`src/hdl/gcc_pkg.sv`:
```
// ----------------------------------------------------------------------------
// gcc_pkg
// Types and constants shared by the grapheme cluster classifier modules.
// ----------------------------------------------------------------------------
package gcc_pkg;

  localparam int CP_W    = 21;
  localparam int CW_W    = 2;
  localparam int CELLS_W = 4;
  localparam int CLASS_W = 5;
  localparam int FLAGS_W = 9;
  localparam int TOTAL_W = 8;

  localparam int QUEUE_DEPTH = 2;

  localparam logic [CP_W-1:0] CP_ZWJ      = 21'h0200D;
  localparam logic [CP_W-1:0] CP_KEYCAP   = 21'h020E3;
  localparam logic [CP_W-1:0] CP_TEXTVS   = 21'h0FE0E;
  localparam logic [CP_W-1:0] CP_EMOJIVS  = 21'h0FE0F;
  localparam logic [CP_W-1:0] CP_HEART    = 21'h02764;
  localparam logic [CP_W-1:0] CP_RI_LO    = 21'h1F1E6;
  localparam logic [CP_W-1:0] CP_RI_HI    = 21'h1F1FF;
  localparam logic [CP_W-1:0] CP_TAG_LO   = 21'hE0020;
  localparam logic [CP_W-1:0] CP_TAG_HI   = 21'hE007F;
  localparam logic [CP_W-1:0] CP_MOD_LO   = 21'h1F3FB;
  localparam logic [CP_W-1:0] CP_MOD_HI   = 21'h1F3FF;
  localparam logic [CP_W-1:0] CP_EMO_LO   = 21'h1F000;
  localparam logic [CP_W-1:0] CP_EMO_HI   = 21'h1FAFF;
  localparam logic [CP_W-1:0] CP_SYM_LO   = 21'h02600;
  localparam logic [CP_W-1:0] CP_SYM_HI   = 21'h027BF;
  localparam logic [CP_W-1:0] CP_PUA_LO   = 21'h0E000;
  localparam logic [CP_W-1:0] CP_PUA_HI   = 21'h0F8FF;
  localparam logic [CP_W-1:0] CP_PUA15_LO = 21'h0F0000;
  localparam logic [CP_W-1:0] CP_PUA15_HI = 21'h0FFFFD;
  localparam logic [CP_W-1:0] CP_PUA16_LO = 21'h100000;
  localparam logic [CP_W-1:0] CP_PUA16_HI = 21'h10FFFD;
  localparam logic [CP_W-1:0] CP_DIGIT_LO = 21'h00030;
  localparam logic [CP_W-1:0] CP_DIGIT_HI = 21'h00039;
  localparam logic [CP_W-1:0] CP_HASH     = 21'h00023;
  localparam logic [CP_W-1:0] CP_STAR     = 21'h0002A;
  localparam logic [CP_W-1:0] CP_ASCII_LIM = 21'h00080;

  localparam int FL_ALLREG  = 0;
  localparam int FL_ZWJ     = 1;
  localparam int FL_KEYCAP  = 2;
  localparam int FL_TEXTVS  = 3;
  localparam int FL_EMOJIVS = 4;
  localparam int FL_MOD     = 5;
  localparam int FL_HEART   = 6;
  localparam int FL_TAG     = 7;
  localparam int FL_TRUNC   = 8;

  localparam logic [FLAGS_W-1:0] FLAGS_RESET = 9'h001;

  typedef enum logic [CLASS_W-1:0] {
    CLS_UNKNOWN   = 5'd0,
    CLS_KEYCAP    = 5'd1,
    CLS_FLAG      = 5'd2,
    CLS_REGIONAL  = 5'd3,
    CLS_TAGFLAG   = 5'd4,
    CLS_HEARTZWJ  = 5'd5,
    CLS_FAMILYZWJ = 5'd6,
    CLS_SHORTZWJ  = 5'd7,
    CLS_MODIFIER  = 5'd8,
    CLS_EMOJIVS   = 5'd9,
    CLS_TEXTVS    = 5'd10,
    CLS_STACK     = 5'd11,
    CLS_COMBINING = 5'd12,
    CLS_EMOJI     = 5'd13,
    CLS_WIDE      = 5'd14,
    CLS_PRIVATE   = 5'd15,
    CLS_ASCII     = 5'd16,
    CLS_AMBIGUOUS = 5'd17
  } term_class_e;

  // decoded codepoint as it travels from front to back
  typedef struct packed {
    logic [CP_W-1:0]    cp;
    logic [CELLS_W-1:0] cells;
    logic               last;
    logic               spacing;
    logic               regional;
    logic               zwj;
    logic               keycap;
    logic               textvs;
    logic               emojivs;
    logic               modifier;
    logic               heart;
    logic               tag;
    logic               keybase;
    logic               emojiish;
    logic               priv;
    logic               ascii;
  } token_t;

  typedef struct packed {
    logic [CLASS_W-1:0] term_class;
    logic [FLAGS_W-1:0] fact_flags;
    logic [TOTAL_W-1:0] cp_total;
    logic [TOTAL_W-1:0] spacing_total;
    logic [TOTAL_W-1:0] regional_total;
    logic [TOTAL_W-1:0] joiner_total;
    logic [CP_W-1:0]    first_cp;
    logic [CP_W-1:0]    keycap_digit;
    logic [CELLS_W-1:0] display_width;
  } result_t;

endpackage

```
`src/hdl/gcc_if.sv`:
```
// ----------------------------------------------------------------------------
// gcc_if
// Valid/ready channels for codepoints in and cluster results out.
// ----------------------------------------------------------------------------
interface gcc_in_if;
  logic                          valid;
  logic                          ready;
  logic [gcc_pkg::CP_W-1:0]      codepoint;
  logic [gcc_pkg::CW_W-1:0]      cp_cell_width;
  logic [gcc_pkg::CELLS_W-1:0]   cluster_cells;
  logic                          last;

  modport source (output valid, codepoint, cp_cell_width, cluster_cells, last,
                  input ready);
  modport sink (input valid, codepoint, cp_cell_width, cluster_cells, last,
                output ready);
endinterface

interface gcc_out_if;
  logic                          valid;
  logic                          ready;
  logic [gcc_pkg::CLASS_W-1:0]   term_class;
  logic [gcc_pkg::FLAGS_W-1:0]   fact_flags;
  logic [gcc_pkg::TOTAL_W-1:0]   cp_total;
  logic [gcc_pkg::TOTAL_W-1:0]   spacing_total;
  logic [gcc_pkg::TOTAL_W-1:0]   regional_total;
  logic [gcc_pkg::TOTAL_W-1:0]   joiner_total;
  logic [gcc_pkg::CP_W-1:0]      first_cp;
  logic [gcc_pkg::CP_W-1:0]      keycap_digit;
  logic [gcc_pkg::CELLS_W-1:0]   display_width;

  modport source (output valid, term_class, fact_flags, cp_total, spacing_total,
                  regional_total, joiner_total, first_cp, keycap_digit,
                  display_width, input ready);
  modport sink (input valid, term_class, fact_flags, cp_total, spacing_total,
                regional_total, joiner_total, first_cp, keycap_digit,
                display_width, output ready);
endinterface

```
`src/hdl/gcc_front.sv`:
```
// ----------------------------------------------------------------------------
// gcc_front
// Takes codepoints in and decodes each one into a token of range hits.
// ----------------------------------------------------------------------------
module gcc_front (
  input  logic [gcc_pkg::CP_W-1:0]    codepoint_i,
  input  logic [gcc_pkg::CW_W-1:0]    cp_cell_width_i,
  input  logic [gcc_pkg::CELLS_W-1:0] cluster_cells_i,
  input  logic                        last_i,
  output gcc_pkg::token_t             tok_o
);
  import gcc_pkg::*;

  function automatic logic in_range(logic [CP_W-1:0] c, logic [CP_W-1:0] lo,
                                    logic [CP_W-1:0] hi);
    return (c >= lo) && (c <= hi);
  endfunction

  always_comb begin
    tok_o.cp       = codepoint_i;
    tok_o.cells    = cluster_cells_i;
    tok_o.last     = last_i;
    tok_o.spacing  = (cp_cell_width_i != '0);
    tok_o.regional = in_range(codepoint_i, CP_RI_LO, CP_RI_HI);
    tok_o.zwj      = (codepoint_i == CP_ZWJ);
    tok_o.keycap   = (codepoint_i == CP_KEYCAP);
    tok_o.textvs   = (codepoint_i == CP_TEXTVS);
    tok_o.emojivs  = (codepoint_i == CP_EMOJIVS);
    tok_o.modifier = in_range(codepoint_i, CP_MOD_LO, CP_MOD_HI);
    tok_o.heart    = (codepoint_i == CP_HEART);
    tok_o.tag      = in_range(codepoint_i, CP_TAG_LO, CP_TAG_HI);
    tok_o.keybase  = in_range(codepoint_i, CP_DIGIT_LO, CP_DIGIT_HI)
                     || (codepoint_i == CP_HASH) || (codepoint_i == CP_STAR);
    tok_o.emojiish = in_range(codepoint_i, CP_EMO_LO, CP_EMO_HI)
                     || in_range(codepoint_i, CP_SYM_LO, CP_SYM_HI);
    tok_o.priv     = in_range(codepoint_i, CP_PUA_LO, CP_PUA_HI)
                     || in_range(codepoint_i, CP_PUA15_LO, CP_PUA15_HI)
                     || in_range(codepoint_i, CP_PUA16_LO, CP_PUA16_HI);
    tok_o.ascii    = (codepoint_i < CP_ASCII_LIM);
  end

endmodule

```
`src/hdl/gcc_queue.sv`:
```
// ----------------------------------------------------------------------------
// gcc_queue
// Short token queue between the decode front and the accumulating back.
// ----------------------------------------------------------------------------
module gcc_queue (
  input  logic            clk_i,
  input  logic            rst_ni,
  input  logic            push_valid_i,
  output logic            push_ready_o,
  input  gcc_pkg::token_t push_tok_i,
  output logic            pop_valid_o,
  input  logic            pop_ready_i,
  output gcc_pkg::token_t pop_tok_o
);
  import gcc_pkg::*;

  localparam int PTR_W = (QUEUE_DEPTH > 1) ? $clog2(QUEUE_DEPTH) : 1;
  localparam int CNT_W = $clog2(QUEUE_DEPTH + 1);

  token_t             mem_q [QUEUE_DEPTH];
  logic [PTR_W-1:0]   wr_ptr_q, wr_ptr_d;
  logic [PTR_W-1:0]   rd_ptr_q, rd_ptr_d;
  logic [CNT_W-1:0]   count_q, count_d;
  logic               push, pop;

  function automatic logic [PTR_W-1:0] ptr_inc(logic [PTR_W-1:0] p);
    return (p == PTR_W'(QUEUE_DEPTH - 1)) ? '0 : p + PTR_W'(1);
  endfunction

  assign push_ready_o = (count_q != CNT_W'(QUEUE_DEPTH));
  assign pop_valid_o  = (count_q != '0);
  assign pop_tok_o    = mem_q[rd_ptr_q];
  assign push         = push_valid_i && push_ready_o;
  assign pop          = pop_valid_o && pop_ready_i;

  always_comb begin
    wr_ptr_d = push ? ptr_inc(wr_ptr_q) : wr_ptr_q;
    rd_ptr_d = pop ? ptr_inc(rd_ptr_q) : rd_ptr_q;
    count_d  = count_q;
    if (push && !pop) begin
      count_d = count_q + CNT_W'(1);
    end else if (pop && !push) begin
      count_d = count_q - CNT_W'(1);
    end
  end

  always_ff @(posedge clk_i or negedge rst_ni) begin
    if (!rst_ni) begin
      wr_ptr_q <= '0;
      rd_ptr_q <= '0;
      count_q  <= '0;
    end else begin
      wr_ptr_q <= wr_ptr_d;
      rd_ptr_q <= rd_ptr_d;
      count_q  <= count_d;
    end
  end

  always_ff @(posedge clk_i) begin
    if (push) begin
      mem_q[wr_ptr_q] <= push_tok_i;
    end
  end

endmodule

```
`src/hdl/gcc_back.sv`:
```
// ----------------------------------------------------------------------------
// gcc_back
// Accumulates cluster facts from tokens and registers one result per cluster.
// ----------------------------------------------------------------------------
module gcc_back #(
  parameter int MAX_STORED = 16,
  parameter int COUNT_BITS = 8
) (
  input  logic             clk_i,
  input  logic             rst_ni,
  input  logic             tok_valid_i,
  output logic             tok_ready_o,
  input  gcc_pkg::token_t  tok_i,
  output logic             res_valid_o,
  input  logic             res_ready_i,
  output gcc_pkg::result_t res_o
);
  import gcc_pkg::*;

  localparam int CMP_W = (COUNT_BITS > TOTAL_W) ? COUNT_BITS : TOTAL_W;

  logic [COUNT_BITS-1:0] cnt_cp_q, cnt_cp_d;
  logic [COUNT_BITS-1:0] cnt_sp_q, cnt_sp_d;
  logic [COUNT_BITS-1:0] cnt_ri_q, cnt_ri_d;
  logic [COUNT_BITS-1:0] cnt_zwj_q, cnt_zwj_d;
  logic [FLAGS_W-1:0]    flags_q, flags_d;
  logic [CP_W-1:0]       first_q, first_d;
  logic                  first_emo_q, first_emo_d;
  logic                  first_priv_q, first_priv_d;
  logic                  first_ascii_q, first_ascii_d;
  logic [CP_W-1:0]       keycap_q, keycap_d;
  logic                  res_valid_q, res_valid_d;
  result_t               res_q, res_d;
  term_class_e           cls;
  logic                  pop, start;

  function automatic logic [COUNT_BITS-1:0] sat_inc(logic [COUNT_BITS-1:0] v);
    return (v == '1) ? v : v + COUNT_BITS'(1);
  endfunction

  function automatic logic [TOTAL_W-1:0] sat_out(logic [COUNT_BITS-1:0] v);
    return (CMP_W'(v) > CMP_W'(255)) ? '1 : TOTAL_W'(v);
  endfunction

  assign tok_ready_o = !tok_i.last || !res_valid_q || res_ready_i;
  assign pop         = tok_valid_i && tok_ready_o;
  assign start       = (cnt_cp_q == '0);

  // state update for this token
  always_comb begin
    cnt_cp_d  = sat_inc(cnt_cp_q);
    cnt_sp_d  = tok_i.spacing ? sat_inc(cnt_sp_q) : cnt_sp_q;
    cnt_ri_d  = tok_i.regional ? sat_inc(cnt_ri_q) : cnt_ri_q;
    cnt_zwj_d = tok_i.zwj ? sat_inc(cnt_zwj_q) : cnt_zwj_q;

    flags_d = flags_q;
    if (CMP_W'(cnt_cp_q) >= CMP_W'(MAX_STORED)) begin
      flags_d[FL_TRUNC] = 1'b1;
    end
    if (!tok_i.regional) begin
      flags_d[FL_ALLREG] = 1'b0;
    end
    if (tok_i.zwj) begin
      flags_d[FL_ZWJ] = 1'b1;
    end
    if (tok_i.keycap) begin
      flags_d[FL_KEYCAP] = 1'b1;
    end
    if (tok_i.textvs) begin
      flags_d[FL_TEXTVS] = 1'b1;
    end
    if (tok_i.emojivs) begin
      flags_d[FL_EMOJIVS] = 1'b1;
    end
    if (tok_i.modifier) begin
      flags_d[FL_MOD] = 1'b1;
    end
    if (tok_i.heart) begin
      flags_d[FL_HEART] = 1'b1;
    end
    if (tok_i.tag) begin
      flags_d[FL_TAG] = 1'b1;
    end

    first_d       = start ? tok_i.cp : first_q;
    first_emo_d   = start ? tok_i.emojiish : first_emo_q;
    first_priv_d  = start ? tok_i.priv : first_priv_q;
    first_ascii_d = start ? tok_i.ascii : first_ascii_q;
    keycap_d      = ((keycap_q == '0) && tok_i.keybase) ? tok_i.cp : keycap_q;
  end

  // terminal class from the updated facts
  always_comb begin
    if (cnt_cp_d == '0) begin
      cls = CLS_UNKNOWN;
    end else if (flags_d[FL_KEYCAP]) begin
      cls = CLS_KEYCAP;
    end else if (flags_d[FL_ALLREG] && (cnt_ri_d == COUNT_BITS'(2))) begin
      cls = CLS_FLAG;
    end else if (flags_d[FL_ALLREG] && (cnt_ri_d == COUNT_BITS'(1))) begin
      cls = CLS_REGIONAL;
    end else if (flags_d[FL_TAG]) begin
      cls = CLS_TAGFLAG;
    end else if (cnt_zwj_d != '0) begin
      if (flags_d[FL_HEART]) begin
        cls = CLS_HEARTZWJ;
      end else if ((cnt_zwj_d >= COUNT_BITS'(2)) || (cnt_sp_d >= COUNT_BITS'(3))) begin
        cls = CLS_FAMILYZWJ;
      end else begin
        cls = CLS_SHORTZWJ;
      end
    end else if (flags_d[FL_MOD]) begin
      cls = CLS_MODIFIER;
    end else if (flags_d[FL_EMOJIVS]) begin
      cls = CLS_EMOJIVS;
    end else if (flags_d[FL_TEXTVS]) begin
      cls = CLS_TEXTVS;
    end else if (cnt_cp_d > COUNT_BITS'(1)) begin
      if (tok_i.cells <= CELLS_W'(1)) begin
        cls = (cnt_cp_d > COUNT_BITS'(2)) ? CLS_STACK : CLS_COMBINING;
      end else begin
        cls = first_emo_d ? CLS_EMOJI : CLS_WIDE;
      end
    end else if (first_priv_d) begin
      cls = CLS_PRIVATE;
    end else if (tok_i.cells >= CELLS_W'(2)) begin
      cls = first_emo_d ? CLS_EMOJI : CLS_WIDE;
    end else if (first_ascii_d) begin
      cls = CLS_ASCII;
    end else if (tok_i.cells == '0) begin
      cls = CLS_COMBINING;
    end else begin
      cls = CLS_AMBIGUOUS;
    end
  end

  always_comb begin
    res_d.term_class     = cls;
    res_d.fact_flags     = flags_d;
    res_d.cp_total       = sat_out(cnt_cp_d);
    res_d.spacing_total  = sat_out(cnt_sp_d);
    res_d.regional_total = sat_out(cnt_ri_d);
    res_d.joiner_total   = sat_out(cnt_zwj_d);
    res_d.first_cp       = first_d;
    res_d.keycap_digit   = keycap_d;
    res_d.display_width  = (tok_i.cells == '0) ? CELLS_W'(1) : tok_i.cells;

    res_valid_d = res_valid_q;
    if (pop && tok_i.last) begin
      res_valid_d = 1'b1;
    end else if (res_ready_i) begin
      res_valid_d = 1'b0;
    end
  end

  always_ff @(posedge clk_i or negedge rst_ni) begin
    if (!rst_ni) begin
      cnt_cp_q      <= '0;
      cnt_sp_q      <= '0;
      cnt_ri_q      <= '0;
      cnt_zwj_q     <= '0;
      flags_q       <= FLAGS_RESET;
      first_q       <= '0;
      first_emo_q   <= 1'b0;
      first_priv_q  <= 1'b0;
      first_ascii_q <= 1'b0;
      keycap_q      <= '0;
      res_valid_q   <= 1'b0;
    end else begin
      res_valid_q <= res_valid_d;
      if (pop) begin
        if (tok_i.last) begin
          cnt_cp_q      <= '0;
          cnt_sp_q      <= '0;
          cnt_ri_q      <= '0;
          cnt_zwj_q     <= '0;
          flags_q       <= FLAGS_RESET;
          first_q       <= '0;
          first_emo_q   <= 1'b0;
          first_priv_q  <= 1'b0;
          first_ascii_q <= 1'b0;
          keycap_q      <= '0;
        end else begin
          cnt_cp_q      <= cnt_cp_d;
          cnt_sp_q      <= cnt_sp_d;
          cnt_ri_q      <= cnt_ri_d;
          cnt_zwj_q     <= cnt_zwj_d;
          flags_q       <= flags_d;
          first_q       <= first_d;
          first_emo_q   <= first_emo_d;
          first_priv_q  <= first_priv_d;
          first_ascii_q <= first_ascii_d;
          keycap_q      <= keycap_d;
        end
      end
    end
  end

  always_ff @(posedge clk_i) begin
    if (pop && tok_i.last) begin
      res_q <= res_d;
    end
  end

  assign res_valid_o = res_valid_q;
  assign res_o       = res_q;

endmodule

```
`src/hdl/grapheme_cluster_classifier.sv`:
```
// ----------------------------------------------------------------------------
// grapheme_cluster_classifier
// Gathers facts over the codepoints of a grapheme cluster and classifies it.
// ----------------------------------------------------------------------------
// One codepoint is taken per clock cycle while the queue has room. Each is
// decoded into range hits by the front, passes a two-entry queue and is
// folded into the cluster counters and flags by the back; the codepoint
// marked last loads the result register, valid in the cycle after the back
// takes it. The queue and the result register let intake go on while a
// result waits, and only a last codepoint meeting a still-full result register stalls the back.
module grapheme_cluster_classifier #(
  parameter int MAX_STORED = 16,
  parameter int COUNT_BITS = 8
) (
  input  logic        clk_i,
  input  logic        rst_ni,
  gcc_in_if.sink      in_i,
  gcc_out_if.source   out_o
);
  import gcc_pkg::*;

  token_t  front_tok;
  token_t  back_tok;
  logic    back_valid;
  logic    back_ready;
  logic    res_valid;
  result_t res;

  gcc_front u_front (
    .codepoint_i     (in_i.codepoint),
    .cp_cell_width_i (in_i.cp_cell_width),
    .cluster_cells_i (in_i.cluster_cells),
    .last_i          (in_i.last),
    .tok_o           (front_tok)
  );

  gcc_queue u_queue (
    .clk_i        (clk_i),
    .rst_ni       (rst_ni),
    .push_valid_i (in_i.valid),
    .push_ready_o (in_i.ready),
    .push_tok_i   (front_tok),
    .pop_valid_o  (back_valid),
    .pop_ready_i  (back_ready),
    .pop_tok_o    (back_tok)
  );

  gcc_back #(
    .MAX_STORED (MAX_STORED),
    .COUNT_BITS (COUNT_BITS)
  ) u_back (
    .clk_i       (clk_i),
    .rst_ni      (rst_ni),
    .tok_valid_i (back_valid),
    .tok_ready_o (back_ready),
    .tok_i       (back_tok),
    .res_valid_o (res_valid),
    .res_ready_i (out_o.ready),
    .res_o       (res)
  );

  assign out_o.valid          = res_valid;
  assign out_o.term_class     = res.term_class;
  assign out_o.fact_flags     = res.fact_flags;
  assign out_o.cp_total       = res.cp_total;
  assign out_o.spacing_total  = res.spacing_total;
  assign out_o.regional_total = res.regional_total;
  assign out_o.joiner_total   = res.joiner_total;
  assign out_o.first_cp       = res.first_cp;
  assign out_o.keycap_digit   = res.keycap_digit;
  assign out_o.display_width  = res.display_width;

endmodule

```
`src/flat_wrapper.sv`:
```
// flat-port wrapper written by rule: the top's interface ports become plain ports
module grapheme_cluster_classifier_flat import gcc_pkg::*;
#(
  parameter int MAX_STORED = 16,
  parameter int COUNT_BITS = 8
)
  (clk_i, rst_ni, in_i_valid, in_i_codepoint, in_i_cp_cell_width, in_i_cluster_cells, in_i_last, in_i_ready, out_o_valid, out_o_term_class, out_o_fact_flags, out_o_cp_total, out_o_spacing_total, out_o_regional_total, out_o_joiner_total, out_o_first_cp, out_o_keycap_digit, out_o_display_width, out_o_ready);
  gcc_in_if in_i_i ();
  gcc_out_if out_o_i ();
  input  logic clk_i;
  input  logic rst_ni;
  input wire logic [$bits(in_i_i.valid)-1:0] in_i_valid;
  input wire logic [$bits(in_i_i.codepoint)-1:0] in_i_codepoint;
  input wire logic [$bits(in_i_i.cp_cell_width)-1:0] in_i_cp_cell_width;
  input wire logic [$bits(in_i_i.cluster_cells)-1:0] in_i_cluster_cells;
  input wire logic [$bits(in_i_i.last)-1:0] in_i_last;
  output wire logic [$bits(in_i_i.ready)-1:0] in_i_ready;
  output wire logic [$bits(out_o_i.valid)-1:0] out_o_valid;
  output wire logic [$bits(out_o_i.term_class)-1:0] out_o_term_class;
  output wire logic [$bits(out_o_i.fact_flags)-1:0] out_o_fact_flags;
  output wire logic [$bits(out_o_i.cp_total)-1:0] out_o_cp_total;
  output wire logic [$bits(out_o_i.spacing_total)-1:0] out_o_spacing_total;
  output wire logic [$bits(out_o_i.regional_total)-1:0] out_o_regional_total;
  output wire logic [$bits(out_o_i.joiner_total)-1:0] out_o_joiner_total;
  output wire logic [$bits(out_o_i.first_cp)-1:0] out_o_first_cp;
  output wire logic [$bits(out_o_i.keycap_digit)-1:0] out_o_keycap_digit;
  output wire logic [$bits(out_o_i.display_width)-1:0] out_o_display_width;
  input wire logic [$bits(out_o_i.ready)-1:0] out_o_ready;
  assign in_i_i.valid = in_i_valid;
  assign in_i_i.codepoint = in_i_codepoint;
  assign in_i_i.cp_cell_width = in_i_cp_cell_width;
  assign in_i_i.cluster_cells = in_i_cluster_cells;
  assign in_i_i.last = in_i_last;
  assign in_i_ready = in_i_i.ready;
  assign out_o_valid = out_o_i.valid;
  assign out_o_term_class = out_o_i.term_class;
  assign out_o_fact_flags = out_o_i.fact_flags;
  assign out_o_cp_total = out_o_i.cp_total;
  assign out_o_spacing_total = out_o_i.spacing_total;
  assign out_o_regional_total = out_o_i.regional_total;
  assign out_o_joiner_total = out_o_i.joiner_total;
  assign out_o_first_cp = out_o_i.first_cp;
  assign out_o_keycap_digit = out_o_i.keycap_digit;
  assign out_o_display_width = out_o_i.display_width;
  assign out_o_i.ready = out_o_ready;
  grapheme_cluster_classifier #(.MAX_STORED(MAX_STORED), .COUNT_BITS(COUNT_BITS)) u_core (.clk_i(clk_i), .rst_ni(rst_ni), .in_i(in_i_i), .out_o(out_o_i));
endmodule
```
`config.mk`:
```
export PLATFORM = sky130hd
export DESIGN_NAME = grapheme_cluster_classifier_flat
export DESIGN_NICKNAME = d
export VERILOG_FILES = /design/src/hdl/gcc_pkg.sv /design/src/hdl/gcc_if.sv /design/src/hdl/gcc_front.sv /design/src/hdl/gcc_queue.sv /design/src/hdl/gcc_back.sv /design/src/hdl/grapheme_cluster_classifier.sv /design/src/flat_wrapper.sv
export SDC_FILE = /design/constraint.sdc
export NUM_CORES = 1
export LEC_CHECK = 0
export BUFFER_PORTS_ARGS = -buffer_cell sky130_fd_sc_hd__buf_4
export CORE_ASPECT_RATIO = 1.2
export CORE_MARGIN = 5
export CORE_UTILIZATION = 55
export DETAILED_ROUTE_END_ITERATION = 10
export PLACE_DENSITY = 0.76
export SETUP_SLACK_MARGIN = 0.02
export SLEW_MARGIN = 20
export SYNTH_ARGS = -nofsm -noshare
export SYNTH_HDL_FRONTEND = slang
export SYNTH_SLANG_ARGS = --single-unit
```
`constraint.sdc`:
```
create_clock -name clk_i -period 9.5 [get_ports clk_i]
set_clock_uncertainty 0.1 [all_clocks]
set_input_delay 1.9 -clock clk_i [delete_from_list [all_inputs] [get_ports clk_i]]
set_output_delay 1.9 -clock clk_i [all_outputs]
set_load 0.02 [all_outputs]
```
### Yosys cells after proc, flatten, opt, wreduce, memory -nomap -nowiden

Memory sizes are Yosys's and may differ from the RTL's.
Index checks and enable logic that the tools add are counted.

| storage, ports and cells | value |
|---|---|
| bits in writable memories | 78 |
| output and inout port bits | 94 |
| memories | 1 |
| bits in registers | 183 |
| logic and storage cells | 177 |

| operators by class | value |
|---|---|
| equality and inequality tests | 14 |
| magnitude comparators | 30 |
| mux-type cells | 57 |
| reductions and logical operators | 41 |
| $add $sub $neg | 8 |

Memory list:

| name | words | bits a word | rd ports | clocked after memory_dff | wr ports | RTL line | text |
|---|---|---|---|---|---|---|---|
| u_core.u_queue.mem_q | 2 | 39 | 1 | 0 | 1 | gcc_queue.sv:20 | `token_t mem_q [QUEUE_DEPTH];` |

Operator list:

| kind | count |
|---|---|
| 8-bit 2-to-1 mux | 11 |
| 21-bit 2-to-1 mux | 4 |
| 21-bit by 14-bit == test with 1-bit output (second input constant) | 3 |
| 21-bit by 17-bit >= comparator with 1-bit output (second input constant) | 3 |
| 21-bit by 17-bit <= comparator with 1-bit output (second input constant) | 3 |
| 5-bit 2-to-1 mux | 9 |
| 21-bit by 16-bit == test with 1-bit output (second input constant) | 2 |
| 21-bit by 6-bit == test with 1-bit output (second input constant) | 2 |
| 21-bit by 20-bit >= comparator with 1-bit output (second input constant) | 2 |
| 21-bit by 20-bit <= comparator with 1-bit output (second input constant) | 2 |
| 8-bit by 1-bit adder with 8-bit output (second input constant) | 4 |
| 8-bit == test (second input constant) | 4 |
| 8-bit > comparator (second input constant) | 4 |
| 1-bit 2-to-1 mux | 23 |
| 21-bit by 14-bit >= comparator with 1-bit output (second input constant) | 1 |
| 21-bit by 16-bit >= comparator with 1-bit output (second input constant) | 1 |
| 21-bit >= comparator (second input constant) | 1 |
| 21-bit by 6-bit >= comparator with 1-bit output (second input constant) | 1 |
| 21-bit by 14-bit <= comparator with 1-bit output (second input constant) | 1 |
| 21-bit by 16-bit <= comparator with 1-bit output (second input constant) | 1 |
| 21-bit <= comparator (second input constant) | 1 |
| 21-bit by 6-bit <= comparator with 1-bit output (second input constant) | 1 |
| 21-bit logical NOT | 1 |
| 21-bit by 8-bit less-than comparator with 1-bit output (second input constant) | 1 |
| other kinds (25) | 64 |

### Longest topological paths before layout

Gate-level depths: netlist of the first run.
An unclocked memory read counts as a cell.

| depth | value |
|---|---|
| depth in word-level cells | 15 |
| mapped depth | 11 |
| depth with buffers taken out | 8 |

### By module

Synthesis of the first run repeated with hierarchy kept, for this count alone.

| unflattened totals | value |
|---|---|
| cell total of the unflattened synthesis | 876 |
| area, all modules | 11692.5 µm² |

Modules (own cells, without submodules):

| module | times used | area each (µm²) | cells each |
|---|---|---|---|
| gcc_back | 1 | 7926.4 | 633 |
| gcc_queue | 1 | 3032.9 | 139 |
| gcc_front | 1 | 733.2 | 104 |

### Least setup slack after synthesis of the first run

No wires, ideal clock.

| timing path | value |
|---|---|
| kind | input -> register |
| start point | input out_o_ready |
| end point | register u_core.u_back.res_q (netlist bit u_core.u_back.res_o[0]), enable pin |
| setup time | 556 ps |
| data arrival time | 6490 ps |
| stages | 5 |
| data required time | 8844 ps |
| setup slack | 2355 ps |
| path buffers | 1 |
| path through | nand2b_1 -> o22a_1 -> inv_1 -> clkbuf_1 -> nor2_1 |

| on the way | value |
|---|---|
| cells in the longest elaborated chain, start to end | 3 |

Ends and longest elaborated chain:

| item | RTL line | text |
|---|---|---|
| start: declaration | flat_wrapper.sv:28 | `input wire logic [$bits(out_o_i.ready)-1:0] out_o_ready;` |
| 1-bit logical OR | gcc_back.sv:45 | `assign tok_ready_o = !tok_i.last \|\| !res_valid_q \|\| res_ready_i;` |
| 1-bit logical AND | gcc_back.sv:46 | `assign pop = tok_valid_i && tok_ready_o;` |
| 1-bit logical AND | gcc_back.sv:200 | `if (pop && tok_i.last) begin` |
| end signal: assignment | gcc_back.sv:201 | `res_q <= res_d;` |
| end: declaration | gcc_back.sv:33 | `result_t res_q, res_d;` |

No other way between the ends.
A chain may end at the register's enable or synchronous reset.

### Worst setup path in the final report of the first run

| timing path | value |
|---|---|
| start point | input out_o_ready |
| end point | register u_core.u_back.res_q (netlist bit u_core.u_back.res_o[35]), enable pin |

The elaborated chain is that of the path after synthesis.

==> flow_summary.toml, run 1 <==
[outcome]
status = "finished clean"

[clocking]
cts_resized = 0
cts_max_level = 1
clk_pin_slew_ns = 0.06
post-cts-setup-buffers = 0
clock_latency_ns = 0.51
clockBufferDepth = 3
hold_buffers = 0
clock-root-buffer = "clkbuf_16"
numCtsBuffers = 25
cts_tree = "yes"
cts_sinks = 261

[setup_path]
slowest_delay_ns = 0.82
cp-startpoint = "out_o_ready"
path_cells = "buf_4 -> nand2b_1 -> o22a_1 -> inv_2 -> buf_4 -> nor2_4 -> buf_4"
worstPathArrival_ns = 4.86
end_kind = "flip-flop"
required_ns = 9.53
crit_cells = 7
path_class = "input pin to flip-flop"
rr_worst_depth = 6
crit_slowest_cell = "buf_4"
reg2reg_from = "u_core.u_queue.rd_ptr_q"
r2r-end = "u_core.u_back.res_o[35]"
cpLargestDelayFamily = "buffers and inverters"
crit_path_frequent_cell = "buf_4"
startpoint_type = "input pin"
rrSetupSlack_ns = 5.20
crit_path_max_fanout = 70
path_buf_inv = 4

[sta]
timing.final.ws_setup_ns = 4.671
fin_crit_sh_pct = 50.83
fmax_ghz = 0.2071
rsz0062_at_grt = "false"
setup_viol = 0
finalSetupTns_ns = 0
worst_pin_slew_ns = 1.035
hold_viol_final = 0
fin_crit_ns = 4.829
drv_slew = 0
relSlewSlack_pct = 30.82
hold_ws_ns = 0.3931

[synthesis]
syn-instance-count = 890
avgSynthCellArea_sq_um = 12.68
synth.area.top_cells = "edfxtp_1 45%, dfrtp_1 20%, a22o_1 4.0%"
synth-seq-cells = 261
synth_top_area_share_pct = 45.22
synth_ff_type = "edfxtp_1"
ys_seq_area_share_pct = 65.40
synth_warnings = 0
synth-edff-count = 170
synth_xor_xnor_area_share_pct = 1.319
async_flop_share_pct = 34.87
synth-compound-area-share_pct = 13.37
synthAdderAreaFrac_pct = 0.6650
synth_nets = 928
synth_cell_types = 78
synth_simple_gate_area_share_pct = 12.15
yosys.area.top_type = "edfxtp_1"
synth_mux_area_share_pct = 4.788
syn_area_sq_mm = 0.01129
synth_top_family_by_area = "compound AO/OA/AOI/OAI gates"

[routing]
wire_per_inst_microns = 19.52
drc = 0
antenna_left = 0
wl_microns = 25100
vias = 7602
drt_iter0_drc = 537
routed_via_density = 5.911
firstDrtPassIters = 5

[global_routing]
grt.total_usage_pct = 21.51
grt_overflow = 0
grt_max_degree = 74
grt_pass1_vias = 7629
grt_pass1_wl_microns = 41100
antenna_found_initial = 0

[job]
maxCapViolCount = 0

[placed_design]
dpl_worst_slack_ns = 4.100
dpl-instance-area_sq_mm = 0.01243
dp_cells = 1241
port_buffers = 125
routabilityCongestion = 0.9223
detailed_place_hpwl_microns = 17090

[min_path]
whs_endpoint = "u_core.u_back.flags_q[6]"
hold_start = "u_core.u_back.flags_q[6]"
whs_path_depth = 2
min_path_type = "flip-flop to flip-flop"

[finish]
area_growth_pct = 17.28
layout-drive-gt1-share_pct = 20.76
final-seq-area_sq_mm = 0.007385
fin_nets = 1041
final_core_util_pct = 65.37
layout_commonest_cell = "edfxtp_1"
diodes = 0
fin_cells = 1286
layout_common_cells = "170 x edfxtp_1, 131 x buf_4, 89 x dfrtp_1"
multi_input_area_sq_mm = 0.003666
nFillCells = 1500
final_design_area_no_fill_sq_mm = 0.01324

[power_and_ir_drop]
power_leakage_nw = 5.273
pwr_density_cell_mw_per_mm2 = 346.7
power_mw = 4.591
irDropWorstVdd_uv = 194.3

[floorplanning]
die_w_microns = 140.8
start_util_pct = 55.74
num_rows = 57
ios = 126
core_area_sq_mm = 0.02025
dieArea_sq_mm = 0.02350
die_height_microns = 166.9
-- layer usage --
layer  track usage (%)  vias up  routed length, microns
met5                 0        -                       0
met4             4.973        0                     476
met3             3.155       40                    1555
met2             36.96      245                   12670
met1             29.17     3723                   10400
li1                  -     3594                       -
-- worst max path at each step --
stage	slack, ns	to
final	4.67	u_core.u_back.res_o[35]
after global routing	4.43	u_core.u_back.res_o[33]
after CTS	4.59	u_core.u_back.res_o[37]
after detailed placement	4.10	u_core.u_back.res_o[40]
after global placement	4.18	u_core.u_back.res_o[40]
after floorplan	2.35	u_core.u_back.res_o[0]
-- tightest hold or removal path, delay by kind of cell, from the launching register on --
family / cells / cell delay (ns)
AND/OR/NAND/NOR: 1 / 0.07
AO/OA/AOI/OAI: 1 / 0.04
flip-flops: 1 / 0.34
-- Yosys cell counts (7+ instances only) --
cell and n:
o21ai_0 61, inv_1 17, clkbuf_1 30, mux2i_1 29, nand2_1 85, nor3_1 14, buf_2 8, o21bai_1 21
a22o_1 51, nand3_1 22, and3_1 8, edfxtp_1 170, nor2_1 74, xor2_1 8, nand4_1 15, o21a_1 7
dfrtp_1 90, nor4_1 10, mux2_2 16, xnor2_1 9, a21oi_1 38
-- report_power, final --
group	internal [mW]	leakage [nW]	switching, mW
registers	1.70	2.84	0.159
clock network	0.569	0.399	0.411
logic	0.610	2.04	1.14
-- final cells by class --
type	instances	share of cell area, %
flip-flops and latches	261	55.77
inverters	17	0.4820
repair buffers	131	7.428
clock inverters	16	1.285
clock buffers	29	4.838
multi-input cells	567	27.69
well taps	265	2.504
-- sequential cells by signal, indices dropped and copies added, names as in the netlist, 9 cells and up --
name,cells
u_core.u_back.res_o,92
u_core.u_queue.mem_q,78
u_core.u_back.keycap_q,21
u_core.u_back.flags_q,9
u_core.u_back.first_q,21
-- cells by family (layout without fill, tap and decap cells) --
| kind of cell | Yosys count | count (layout) |
|---|---|---|
| multiplexers | 50 | 50 |
| buffers and inverters | 62 | 193 |
| flip-flops | 261 | 261 |
| adder cells (fa/ha/maj) | 6 | 6 |
| AND/OR/NAND/NOR | 275 | 275 |
| AO/OA/AOI/OAI | 219 | 219 |
| XOR/XNOR | 17 | 17 |
No activity file was read; power rests on OpenSTA's default activity.
==> run 2, diff against run 1 <==
==> constraint.sdc (replaced) <==
create_clock -name clk_i -period 4.9 [get_ports clk_i]
set_clock_uncertainty 0.1 [all_clocks]
set_input_delay 0.98 -clock clk_i [delete_from_list [all_inputs] [get_ports clk_i]]
set_output_delay 0.98 -clock clk_i [all_outputs]
set_load 0.02 [all_outputs]
==> run 2 against run 1 <==
  * Highest routed layer unchanged
  * Final cell count increased by 0.39%
  * Worst hold slack improved by 0.00081 ns
  * Total power increased by 95%
  * Core utilization increased by 0.23 points
  * Via count increased by 0.87%
  * Sequential share of layout area decreased by 0.20 points
  * Die area unchanged
  * Count of clock-buffer cells in the layout increased by 6
  * Wire length increased by 0.51%
==> flow_summary.toml, run 2 (synthesis gave the netlist of run 1 again) <==
[floorplanning]
die_w_microns = 140.8
num_rows = 57
die_height_microns = 166.9
start_util_pct = 55.74
core_area_sq_mm = 0.02025
dieArea_sq_mm = 0.02350
ios = 126

[sta]
timing.final.ws_setup_ns = 1.673
fin_crit_ns = 3.227
worst_pin_slew_ns = 0.9890
finalSetupTns_ns = 0
rsz0062_at_grt = "false"
fmax_ghz = 0.3099
hold_viol_final = 0
fin_crit_sh_pct = 65.86
setup_viol = 0
drv_slew = 0
relSlewSlack_pct = 34.07
hold_ws_ns = 0.3939

[finish]
layout-drive-gt1-share_pct = 20.76
diodes = 0
largest_reg_flops = 92
multi_input_area_sq_mm = 0.003666
area_growth_pct = 17.70
nFillCells = 1516
fin_nets = 1044
final-seq-area_sq_mm = 0.007385
layout_common_cells = "170 x edfxtp_1, 132 x buf_4, 89 x dfrtp_1"
layout_commonest_cell = "edfxtp_1"
final_design_area_no_fill_sq_mm = 0.01329

[setup_path]
end_kind = "flip-flop"
required_ns = 5.07
crit_slowest_cell = "or4_4"
worstPathArrival_ns = 3.40
reg2reg_from = "u_core.u_queue.rd_ptr_q"
rr_worst_depth = 8
crit_path_max_fanout = 41
r2r-end = "u_core.u_back.res_o[87]"
startpoint_type = "flip-flop"
rrSetupSlack_ns = 1.67
path_class = "flip-flop to flip-flop"
slowest_delay_ns = 0.57
path_cells = "buf_4 -> mux2i_2 -> nor3_1 -> mux2_1 -> or4_4 -> nor2_4 -> and4_1 -> o41ai_2"

[clocking]
cts_sinks = 261
clk_pin_slew_ns = 0.06
cts_max_level = 1
clockBufferDepth = 3
hold_buffers = 0
cts_resized = 0
clock-root-buffer = "clkbuf_16"
numCtsBuffers = 26
cts_tree = "yes"
clock_latency_ns = 0.52
post-cts-setup-buffers = 0

[job]
maxCapViolCount = 0

[min_path]
min_path_type = "flip-flop to flip-flop"
hold_start = "u_core.u_back.flags_q[8]"
whs_path_depth = 2
whs_endpoint = "u_core.u_back.flags_q[8]"

[placed_design]
port_buffers = 125
dpl-instance-area_sq_mm = 0.01246
dpl_worst_slack_ns = 1.593
detailed_place_hpwl_microns = 16950
routabilityCongestion = 0.9373

[routing]
drt_iter0_drc = 689
wire_per_inst_microns = 19.54
drc = 0
vias = 7668
wl_microns = 25230
routed_via_density = 5.940
antenna_left = 0
firstDrtPassIters = 5

[global_routing]
grt_max_degree = 77
grt_pass1_vias = 7413
grt.total_usage_pct = 21.09
antenna_found_initial = 0
grt_pass1_wl_microns = 40320
grt_overflow = 0

[power_and_ir_drop]
irDropWorstVdd_uv = 508.6
power_leakage_nw = 5.300
pwr_density_cell_mw_per_mm2 = 675.4

[outcome]
status = "finished clean"
run 2: cell count changes in the layout (fill, tap and decap cells not counted):
cell / previous run / this run
clkbuf_8: 0 / 1
buf_12: 0 / 1
buf_4: 131 / 132
bufinv_16: 3 / 2
clkinv_1: 2 / 3
clkbuf_16: 25 / 27
clkinv_4: 2 / 1
clkinvlp_4: 1 / 0
clkbuf_1: 4 / 7
clkinv_2: 6 / 7
inv_6: 2 / 0
run 2: worst max-delay path by stage:
stage,from,endpoint,slack [ns],cells past startpoint
global placement,in_i_codepoint[19],u_core.u_queue.mem_q[0][8],1.71,8
finish,u_core.u_queue.rd_ptr_q,u_core.u_back.res_o[87],1.67,8
floorplan,out_o_ready,u_core.u_back.res_o[0],0.32,5
detailed placement,in_i_codepoint[19],u_core.u_queue.mem_q[0][8],1.59,8
CTS,u_core.u_queue.rd_ptr_q,u_core.u_back.res_o[87],1.68,8
global route,u_core.u_queue.rd_ptr_q,u_core.u_back.res_o[87],1.48,8
run 2: critical path, delay by kind of cell (launching register included):
family                 cells  cell delay (ns)
AOI/OAI and AO/OA          1             0.08
buffers and inverters      1             0.55
and+or+nand+nor            4             1.30
DFF                        1             0.37
muxes                      2             0.55
run 2: power by group:
part / internal (mW) / switching, mW / total, mW
Combinational: 1.21 / 2.23 / 3.44
Sequential: 3.29 / 0.308 / 3.60
Clock: 1.13 / 0.804 / 1.93
Total: 5.63 / 3.35 / 8.98
run 2: area by class of cell:
class	count	share of cell area (%)
timing repair buffer	133	7.608
clock buffer	35	5.386
sequential	261	55.57
multi-input combinational	567	27.59
clock inverter	13	0.8663
tap	265	2.495
inverter	17	0.4802
run 2: per-layer routing:
metal | vias up | global-route usage (%) | share of wire (%)
met5 | - | 0 | 0
met1 | 3761 | 29.70 | 42
met2 | 274 | 34.54 | 50
li1 | 3589 | - | -
met4 | 0 | 6.363 | 2.2
met3 | 44 | 2.782 | 6.0
run 2: metrics by stage:
stage,power (mW),cells,utilization [%]
3_5_place_dp,7.088,1243,61.50
4_1_cts,9.033,1291,65.60
2_1_floorplan,5.841,890,-
6_report,8.975,1291,65.60
5_1_grt,9.446,1291,65.60
3_3_place_gp,6.994,1243,61.50
